`src/design/longest_prefix_route_lookup_assert.svh`:
```
// Assertion macros for the longest prefix route lookup block
`ifndef LONGEST_PREFIX_ROUTE_LOOKUP_ASSERT_SVH
`define LONGEST_PREFIX_ROUTE_LOOKUP_ASSERT_SVH

// same-cycle implication, checked out of reset
`define LPRL_ASSERT_IMPLY(label, ante, cons, msg) \
    label: assert property (@(posedge clk) disable iff (!rst_n) (ante) |-> (cons)) \
        else $error(msg);

// next-cycle implication, checked out of reset
`define LPRL_ASSERT_NEXT(label, ante, cons, msg) \
    label: assert property (@(posedge clk) disable iff (!rst_n) (ante) |=> (cons)) \
        else $error(msg);

`endif

```
`src/design/lprl_ram.sv`:
```
// Generic single write port, single read port RAM with registered read data
module lprl_ram #(
    parameter int WIDTH = 8,
    parameter int DEPTH = 16
) (
    input  logic                     clk,
    input  logic                     we,
    input  logic [$clog2(DEPTH)-1:0] waddr,
    input  logic [WIDTH-1:0]         wdata,
    input  logic                     re,
    input  logic [$clog2(DEPTH)-1:0] raddr,
    output logic [WIDTH-1:0]         rdata
);

    logic [WIDTH-1:0] mem [DEPTH];
    logic [WIDTH-1:0] rdata_reg;

    always_ff @(posedge clk)
    begin
        if (we)
        begin
            mem[waddr] <= wdata;
        end
        if (re)
        begin
            rdata_reg <= mem[raddr];
        end
    end

    assign rdata = rdata_reg;

endmodule

```
`config.mk`:
```
export PLATFORM = sky130hd
export DESIGN_NAME = lprl_ram
export DESIGN_NICKNAME = d
export VERILOG_FILES = /design/src/design/longest_prefix_route_lookup_assert.svh /design/src/design/lprl_ram.sv
export SDC_FILE = /design/constraint.sdc
export NUM_CORES = 1
export LEC_CHECK = 0
export BUFFER_PORTS_ARGS = -buffer_cell sky130_fd_sc_hd__buf_2
export CORE_MARGIN = 5
export CORE_UTILIZATION = 30
export CTS_BUF_LIST = sky130_fd_sc_hd__clkbuf_2 sky130_fd_sc_hd__clkbuf_4 sky130_fd_sc_hd__clkbuf_8
export DETAILED_ROUTE_END_ITERATION = 12
export GPL_TIMING_DRIVEN = 1
export HOLD_SLACK_MARGIN = 0.12
export SLEW_MARGIN = 20
export SYNTH_ARGS = -nofsm -noshare
export SYNTH_HDL_FRONTEND = slang
export SYNTH_SLANG_ARGS = --single-unit
```
`constraint.sdc`:
```
create_clock -name clk -period 1.8 [get_ports clk]
set_input_delay 0 -clock clk [delete_from_list [all_inputs] [get_ports clk]]
set_output_delay 0 -clock clk [all_outputs]
set_load 0.1 [all_outputs]
```
==> results.json, run 1 <==
{
  "crit_slowest_cell": "mux4_1",
  "cp.arrival_ps": 1720,
  "largest_register_ffs": 128,
  "total_leakage_power_uw": 0.00206,
  "drt.antenna.violating_nets": 0,
  "ys_ff_latch": 136,
  "layout-drive-gt1-share_pct": 30.8,
  "vias": 2473,
  "first_iter_violations": 255,
  "die-area_sq_mm": 0.0202,
  "place.gp.congestion": 0.723,
  "synth_top_area_share_pct": 78.1,
  "tightest_slew_ps": 507,
  "worstPathMaxFanout": 1,
  "final_cell_mix": "136 x edfxtp_1, 26 x buf_2, 18 x mux4_2, 18 x buf_4, 17 x clkbuf_8",
  "die_x_um": 142,
  "diodes": 0,
  "antenna_found_initial": 0,
  "drv_slew": 0,
  "num_rows": 48,
  "syn_nets": 248,
  "start_util_pct": 30.4,
  "drc_errors": 0,
  "ir_drop_uv": 452,
  "yosysTopAreaCell": "edfxtp_1",
  "cp-end-kind": "flip-flop",
  "grt-ovfl-total": 0,
  "dpl_cell_area_sq_mm": 0.00575,
  "worst-path-buf-inv": 0,
  "grt_usage_pct": 10.8,
  "final_common_cell": "edfxtp_1",
  "htreeDepth": 4,
  "cts_tree": "built",
  "max_freq_ghz": 0.649,
  "hold_violations": 0,
  "maxCapViolCount": 0,
  "ys_warn_count": 0,
  "maxSlewHeadroom_pct": 66.4,
  "io_pins": 27,
  "clkSinkCount": 136,
  "cts_setup_buffers": 0,
  "critPathKind": "reg2reg",
  "ys_types": 18,
  "syn2layout_area_growth_pct": 19.1,
  "power_density_mw_per_mm2": 1020,
  "setup_violations": 0,
  "post_cts_resized": 0,
  "nets": 314,
  "hold_buffers": 10,
  "yosys-top-cells-area": "edfxtp_1 78%, mux4_2 7.8%, mux4_1 7.0%",
  "firstDrtPassIters": 4,
  "chipHeight_um": 142,
  "rsz0062_at_grt": "false",
  "grt_pass1_wl_um": 15600,
  "hp-class": "in2reg",
  "design_area_sq_mm": 0.00622,
  "clkTransAtPathRegs_ps": 70,
  "min_period_ps": 1540,
  "cp-start-kind": "flip-flop",
  "postSynthCellCount": 229,
  "required_ps": 1980,
  "multiInputGateArea_sq_mm": 0.00106,
  "grt_pass1_vias": 2601,
  "setup_tns_ps": 0,
  "ys_seq_area_share_pct": 78.1,
  "crit_path_max_incr_delay_ps": 510,
  "cts_root_buf": "clkbuf_8",
  "insertion_delay_ps": 420,
  "portBuffers": 26,
  "clockBufferDepth": 2,
  "avgSynthCellArea_sq_um": 22.8,
  "clock_skew_ps": 9.19,
  "cpLargestDelayFamily": "multiplexers",
  "outcome": "finished, final reports clean",
  "finalCritPeriodShare_pct": 85.6,
  "grt_max_degree": 33,
  "post-dp-hpwl_um": 6720,
  "cts_made_buffers": 17,
  "final-seq-area_sq_mm": 0.00408,
  "core_sq_mm": 0.0172,
  "vias_per_cell": 4.64,
  "routed_wirelength_um": 10200,
  "syn_area_sq_mm": 0.00523,
  "path_cells": "mux4_1 > a22oi_1 > nand2_1",
  "fillCellCount": 1621,
  "drt-wirelength-per-cell_um": 19.1
}
-- worst register-to-register path, stage by stage (launching register included) --
cell and delay, ps:
edfxtp_1 370, mux4_1 510, a22oi_1 330, nand2_1 90
-- cell families after synthesis --
kind of cell	share of synthesized area [%]
simple gates	3.14
compound gates	2.30
mux	14.8
flops	78.1
buf+inv	1.65
-- stage by stage --
step                      power (uW)  util [%]  setup WS [ps]  hold WS [ps]  cells
after floorplan                 3940         -            307          98.9    229
after global placement          4090      33.5            227           375    491
after detailed placement        4100      33.5            229           386    491
after CTS                       6450      36.2            262           121    533
after global routing            6650      36.2            230           131    533
final                           6370      36.2            259           170    533
-- worst paths after layout --
check	endpoint	cells past startpoint	start	slack [ps]
max	rdata[3]	3	mem[1][3]	260
min	mem[0][7]	3	waddr[1]	170
max reg2reg	rdata[3]	3	mem[1][3]	260
min reg2reg	rdata[5]	3	mem[14][5]	730
-- layer usage --
layer | up-vias | wire (um) | global-route usage [%]
met1 | 1271 | 4640 | 14.7
met3 | 2 | 653 | 4.54
li1 | 1113 | - | -
met2 | 87 | 4850 | 16.2
met5 | - | 0 | 0
met4 | 0 | 19 | 2.27
-- power breakdown --
group	leakage [uW]	total [uW]	switching, uW	internal [uW]
Sequential	0.00124	3580	18.2	3560
Combinational	0.000640	462	302	160
Clock	0.000180	2330	1100	1220
-- cell usage after synthesis --
cell type          n
buf_6              3
clkdlybuf4s25_2    3
a22oi_1           16
nand2_1            9
nand3_1            1
nand2b_1           2
nor2b_1            1
nand3b_1           2
buf_4              1
mux4_2            18
mux4_1            14
and2_1             1
edfxtp_1         136
nor2_1            13
buf_2              3
nor3_1             4
or3b_2             1
and2b_1            1
-- final cells by class --
type	instances	share of cell area (%)
clock buffers	18	3.88
flip-flops and latches	136	65.6
clock inverters	14	2.15
well taps	225	4.52
repair buffers	57	6.84
multi-input cells	83	17.0
Note: power is estimated with default switching activity, not from simulation.
==> run 2: changes to the inputs <==
--- a/config.mk
+++ b/config.mk
@@ -12,6 +12,7 @@
 export DETAILED_ROUTE_END_ITERATION = 12
 export GPL_TIMING_DRIVEN = 1
 export HOLD_SLACK_MARGIN = 0.12
+export MAX_ROUTING_LAYER = met4
 export SLEW_MARGIN = 20
 export SYNTH_ARGS = -nofsm -noshare
 export SYNTH_HDL_FRONTEND = slang
==> run 2 against run 1 <==
Compared with the run above: global-route usage grew 0.35 points; critical endpoint unchanged; routed wire length shrank 0.40%; hold slack lost 12 ps; clock skew grew 1.2 ps; sequential cell count is the same; worst setup slack gained 15 ps; register-to-register slack is essentially flat.
==> results.json, run 2 (synthesis results as in run 1) <==
{
  "outcome": "finished, final reports clean",
  "chipHeight_um": 142,
  "syn2layout_area_growth_pct": 19.1,
  "setup_violations": 0,
  "drc_errors": 0,
  "dpl_worst_slack_ps": 229,
  "grt_use_met1_pct": 14.9,
  "placedCellCount": 491,
  "antenna_found_initial": 0,
  "grt-busiest-layer": "met2",
  "clkTransAtPathRegs_ps": 80,
  "hp-class": "in2reg",
  "routed_wirelength_um": 10100,
  "core_sq_mm": 0.0172,
  "dpl_cell_area_sq_mm": 0.00575,
  "cp-end-kind": "flip-flop",
  "hold_violations": 0,
  "cts_setup_buffers": 0,
  "maxSlewHeadroom_pct": 66.4,
  "cts_made_buffers": 17,
  "htreeDepth": 4,
  "drv_slew": 0,
  "drt.antenna.violating_nets": 0,
  "grt_pass1_vias": 2593,
  "fillCellCount": 1621,
  "clkSinkCount": 136,
  "required_ps": 1980,
  "worstPathMaxFanout": 1,
  "cts_root_buf": "clkbuf_8",
  "final_cell_mix": "136 x edfxtp_1, 26 x buf_2, 18 x mux4_2, 18 x buf_4, 17 x clkbuf_8",
  "clock_skew_ps": 10.4,
  "critPathKind": "reg2reg",
  "worst_slack_ps": 273,
  "insertion_delay_ps": 430,
  "min_period_ps": 1530,
  "grt_util_met2_pct": 16.2,
  "num_rows": 48,
  "grt-ovfl-total": 0,
  "ir_drop_uv": 455,
  "io_pins": 27,
  "maxCapViolCount": 0,
  "setup_tns_ps": 0,
  "design_area_sq_mm": 0.00622,
  "hold_buffers": 10,
  "finalCritPeriodShare_pct": 84.8,
  "vias": 2478,
  "grt_max_degree": 33,
  "post_cts_resized": 0,
  "vias_per_cell": 4.65,
  "post-dp-hpwl_um": 6720,
  "clockBufferDepth": 2,
  "final_util_pct": 36.2,
  "stdcell_count": 533,
  "power_density_mw_per_mm2": 1020,
  "cts_tree": "built",
  "place.gp.congestion": 0.732,
  "portBuffers": 26,
  "cp-start-kind": "flip-flop",
  "firstDrtPassIters": 4,
  "grtUsageMet3_pct": 4.50,
  "first_iter_violations": 226,
  "die-area_sq_mm": 0.0202,
  "diodes": 0,
  "layout-drive-gt1-share_pct": 30.8,
  "cp.arrival_ps": 1700,
  "nets": 314,
  "drt-wirelength-per-cell_um": 19.0,
  "tightest_slew_ps": 507,
  "start_util_pct": 30.4,
  "rsz0062_at_grt": "false",
  "max_freq_ghz": 0.655,
  "grt_usage_pct": 11.1,
  "total_leakage_power_uw": 0.00206,
  "largest_register_ffs": 128,
  "die_x_um": 142,
  "final_common_cell": "edfxtp_1",
  "grt_pass1_wl_um": 15700
}
## run 2: final timing paths
kind,from,to,slack [ps],cells after the start
worst min-delay path,waddr[1],mem[0][7],160,3
worst min register to register,mem[14][5],rdata[5],730,3
worst max-delay path,mem[1][3],rdata[3],270,3
worst max register to register,mem[1][3],rdata[3],270,3
## run 2: through the flow
stage	power (uW)	hold WS, ps
2_1_floorplan	3940	98.9
3_3_place_gp	4090	375
3_5_place_dp	4100	386
4_1_cts	6450	121
5_1_grt	6650	129
6_report	6380	158
## run 2: power by group
part / total, uW / leakage (uW) / switching, uW / internal [uW]
logic: 461 / 0.000640 / 301 / 160
clock network: 2330 / 0.000180 / 1110 / 1220
registers: 3580 / 0.00124 / 18.3 / 3560
total: 6380 / 0.00206 / 1430 / 4950
## run 2: area by class of cell
cell class	count	area, sq um	share of cell area [%]
repair buffers	57	425	6.84
multi-input cells	83	1060	17.0
well taps	225	282	4.52
clock buffers	18	241	3.88
clock inverters	14	134	2.15
flip-flops and latches	136	4080	65.6
## run 2: critical path: stages (launching register included)
cell and delay [ps]:
edfxtp_1 370, mux4_1 510, a22oi_1 320, nand2_1 80
## run 2: per-layer routing
layer	wire [um]	vias to the layer above
met1	4500	1270
met4	24	0
li1	-	1109
met3	785	4
met2	4820	95
met5	0	-
==> run 3: changes to the inputs <==
--- a/config.mk
+++ b/config.mk
@@ -5,6 +5,7 @@
 export SDC_FILE = /design/constraint.sdc
 export NUM_CORES = 1
 export LEC_CHECK = 0
+export ABC_AREA = 1
 export BUFFER_PORTS_ARGS = -buffer_cell sky130_fd_sc_hd__buf_2
 export CORE_MARGIN = 5
 export CORE_UTILIZATION = 30
==> constraint.sdc (replaced) <==
create_clock -name clk -period 1.3 [get_ports clk]
set_input_delay 0 -clock clk [delete_from_list [all_inputs] [get_ports clk]]
set_output_delay 0 -clock clk [all_outputs]
set_load 0.1 [all_outputs]
==> run 3 against run 2 <==
Compared with the run above: via count rose by 53%; clock-buffer cell count unchanged; sequential share of layout area is 6.9 points lower; hold slack improved by 39 ps; die area is 11% higher; sequential power up 39%; worst setup slack worse by 180 ps; routed wire length grew 28%; largest cell class unchanged.
==> results.json, run 3 <==
{
  "maxSlewHeadroom_pct": 57.7,
  "hp-start": "waddr[1]",
  "post-dp-hpwl_um": 8450,
  "clock_skew_ps": 6.15,
  "ys_types": 11,
  "multiInputGateArea_sq_mm": 0.00121,
  "worst_slack_ps": 89.5,
  "num_rows": 51,
  "start_util_pct": 30.2,
  "drt.antenna.violating_nets": 0,
  "syn_nets": 570,
  "diodes": 0,
  "required_ps": 1300,
  "htreeDepth": 4,
  "grt_max_degree": 38,
  "chipHeight_um": 150,
  "total_leakage_power_uw": 0.00296,
  "ys_ff_latch": 136,
  "ys_seq_area_share_pct": 69.8,
  "yosysTopAreaCell": "edfxtp_1",
  "final_cell_mix": "173 x nand2_1, 136 x edfxtp_1, 100 x inv_1, 97 x nand3_1, 27 x buf_4",
  "io_pins": 27,
  "syn_area_sq_mm": 0.00585,
  "max_freq_ghz": 0.826,
  "min_period_ps": 1210,
  "clockBufferDepth": 2,
  "p_total_uw": 9440,
  "worst_hold_path.endpoint": "mem[3][3]",
  "worst-path-buf-inv": 1,
  "wl_met3_um": 618,
  "die-area_sq_mm": 0.0224,
  "final-seq-area_sq_mm": 0.00408,
  "clkSinkCount": 136,
  "cts_tree": "built",
  "grt_pass1_wl_um": 20300,
  "nets": 630,
  "drv_slew": 0,
  "dpl_worst_slack_ps": 114,
  "vias_per_cell": 4.27,
  "ff2ff_path_depth": 6,
  "firstDrtPassIters": 5,
  "insertion_delay_ps": 450,
  "syn2layout_area_growth_pct": 19.0,
  "timing.rr.end": "rdata[6]",
  "fillCellCount": 1919,
  "grt-ovfl-total": 0,
  "ff2ff_setup_slack_ps": 230,
  "synth_common_cells": "173 x nand2_1, 136 x edfxtp_1, 100 x inv_1",
  "outcome": "finished, final reports clean",
  "cts_made_buffers": 17,
  "drt-wirelength-per-cell_um": 14.5,
  "rr_startpoint": "mem[5][6]",
  "async_flop_share_pct": 0,
  "antenna_found_initial": 0,
  "hold_violations": 0,
  "postSynthCellCount": 551,
  "largest_register_ffs": 128,
  "wl_met1_um": 6100,
  "ir_drop_uv": 731,
  "yosys_most_used_dff": "edfxtp_1",
  "power_density_mw_per_mm2": 1360,
  "place.gp.congestion": 0.810,
  "grt_usage_pct": 12.7,
  "tightest_slew_ps": 633,
  "wl_met2_um": 5990,
  "setup_tns_ps": 0,
  "grt_pass1_vias": 3697,
  "critPathKind": "reg2out",
  "die_x_um": 150,
  "highest_layer": "met4",
  "crit_path_max_incr_delay_ps": 430,
  "cts_root_buf": "clkbuf_8",
  "clkTransAtPathRegs_ps": 80,
  "rsz0062_at_grt": "false",
  "layout-drive-gt1-share_pct": 14.1,
  "path_cells": "buf_4",
  "finalCritPeriodShare_pct": 93.1,
  "yosys-top-cells-area": "edfxtp_1 70%, nand2_1 11%, nand3_1 8.3%",
  "synth_top_area_share_pct": 69.8,
  "setup_violations": 0,
  "crit_slowest_cell": "edfxtp_1",
  "cp-end-kind": "primary output",
  "core_sq_mm": 0.0193,
  "placedCellCount": 846,
  "cpLargestDelayFamily": "flip-flops",
  "dpl_cell_area_sq_mm": 0.00641,
  "drc_errors": 0,
  "vias": 3797,
  "first_iter_violations": 362,
  "final_common_cell": "nand2_1",
  "avgSynthCellArea_sq_um": 10.6,
  "stdcell_count": 889,
  "cp-start-kind": "flip-flop",
  "hp-class": "in2reg",
  "cts_setup_buffers": 0,
  "synth-edff-count": 136,
  "synthMostInstantiatedCell": "nand2_1",
  "portBuffers": 26,
  "design_area_sq_mm": 0.00696,
  "cp.arrival_ps": 1210,
  "routed_wirelength_um": 12900,
  "worstPathMaxFanout": 1,
  "ys_warn_count": 0,
  "maxCapViolCount": 0,
  "worstHoldPathCells": 4
}
run 3: cell types whose count changed in the layout (fill, tap and decap cells not counted), moves of 3 or more:
cell      previous run  this run
clkinv_2             3         6
clkinv_1             3         0
nor3_1               4         0
nand3_1              1        97
a22oi_1             16         0
buf_2               26        21
buf_4               18        27
nor2_1              13        17
nand2_1              9       173
inv_1                0       100
mux4_2              18         0
mux4_1              14         0
run 3: worst max-delay path by stage:
| stage | start | endpoint | slack (ps) | cells past startpoint |
|---|---|---|---|---|
| floorplan | waddr[2] | mem[10][0] | 350 | 2 |
| global placement | raddr[0] | rdata[6] | 130 | 8 |
| detailed placement | raddr[1] | rdata[7] | 110 | 6 |
| CTS | rdata[1] | rdata[1] | 4 | 1 |
| global route | rdata[7] | rdata[7] | 40 | 1 |
| finish | rdata[0] | rdata[0] | 90 | 1 |
run 3: metal layers:
layer	global-route usage, %	up-vias
met1	16.8	1785
met3	3.24	16
met4	4.71	0
li1	-	1898
met5	-	-
met2	18.9	98
run 3: cells by family (layout without fill, tap and decap cells):
| logic type | count (synthesis) | count (layout) | share of synthesized area [%] |
|---|---|---|---|
| simple gates | 289 | 289 | 20.8 |
| buf+inv | 126 | 199 | 9.39 |
| flops | 136 | 136 | 69.8 |
run 3: worst min-delay path, stage by stage:
cell and delay, ps:
buf_2 110, nand2_1 120, nor2_1 60, buf_4 170
run 3: stage by stage:
| step | utilization [%] | hold slack (ps) |
|---|---|---|
| floorplan | - | 98.9 |
| global placement | 33.2 | 383 |
| detailed placement | 33.2 | 386 |
| CTS | 36.0 | 173 |
| global route | 36.0 | 196 |
| finish | 36.0 | 197 |
run 3: power breakdown:
group          switching, uW  total (uW)  internal (uW)  leakage, uW
logic                    559         789            230      0.00151
clock network           1600        3680           2090     0.000211
registers               33.2        4970           4940      0.00124
run 3: timing repair:
| action | in CTS | in global routing |
|---|---|---|
| resized for setup | 4 | 1 |
| hold buffers | 11 | 0 |
| cloned | 0 | 0 |
| setup endpoints to repair | 4 | 1 |
| endpoints found under the hold margin | 144 | 0 |
run 3: layout make-up:
class / count / area share (%)
sequential: 136 / 58.7
multi-input combinational: 289 / 17.4
timing repair buffer: 65 / 7.55
inverter: 102 / 5.50
tap: 265 / 4.76
clock buffer: 18 / 3.47
clock inverter: 14 / 2.61
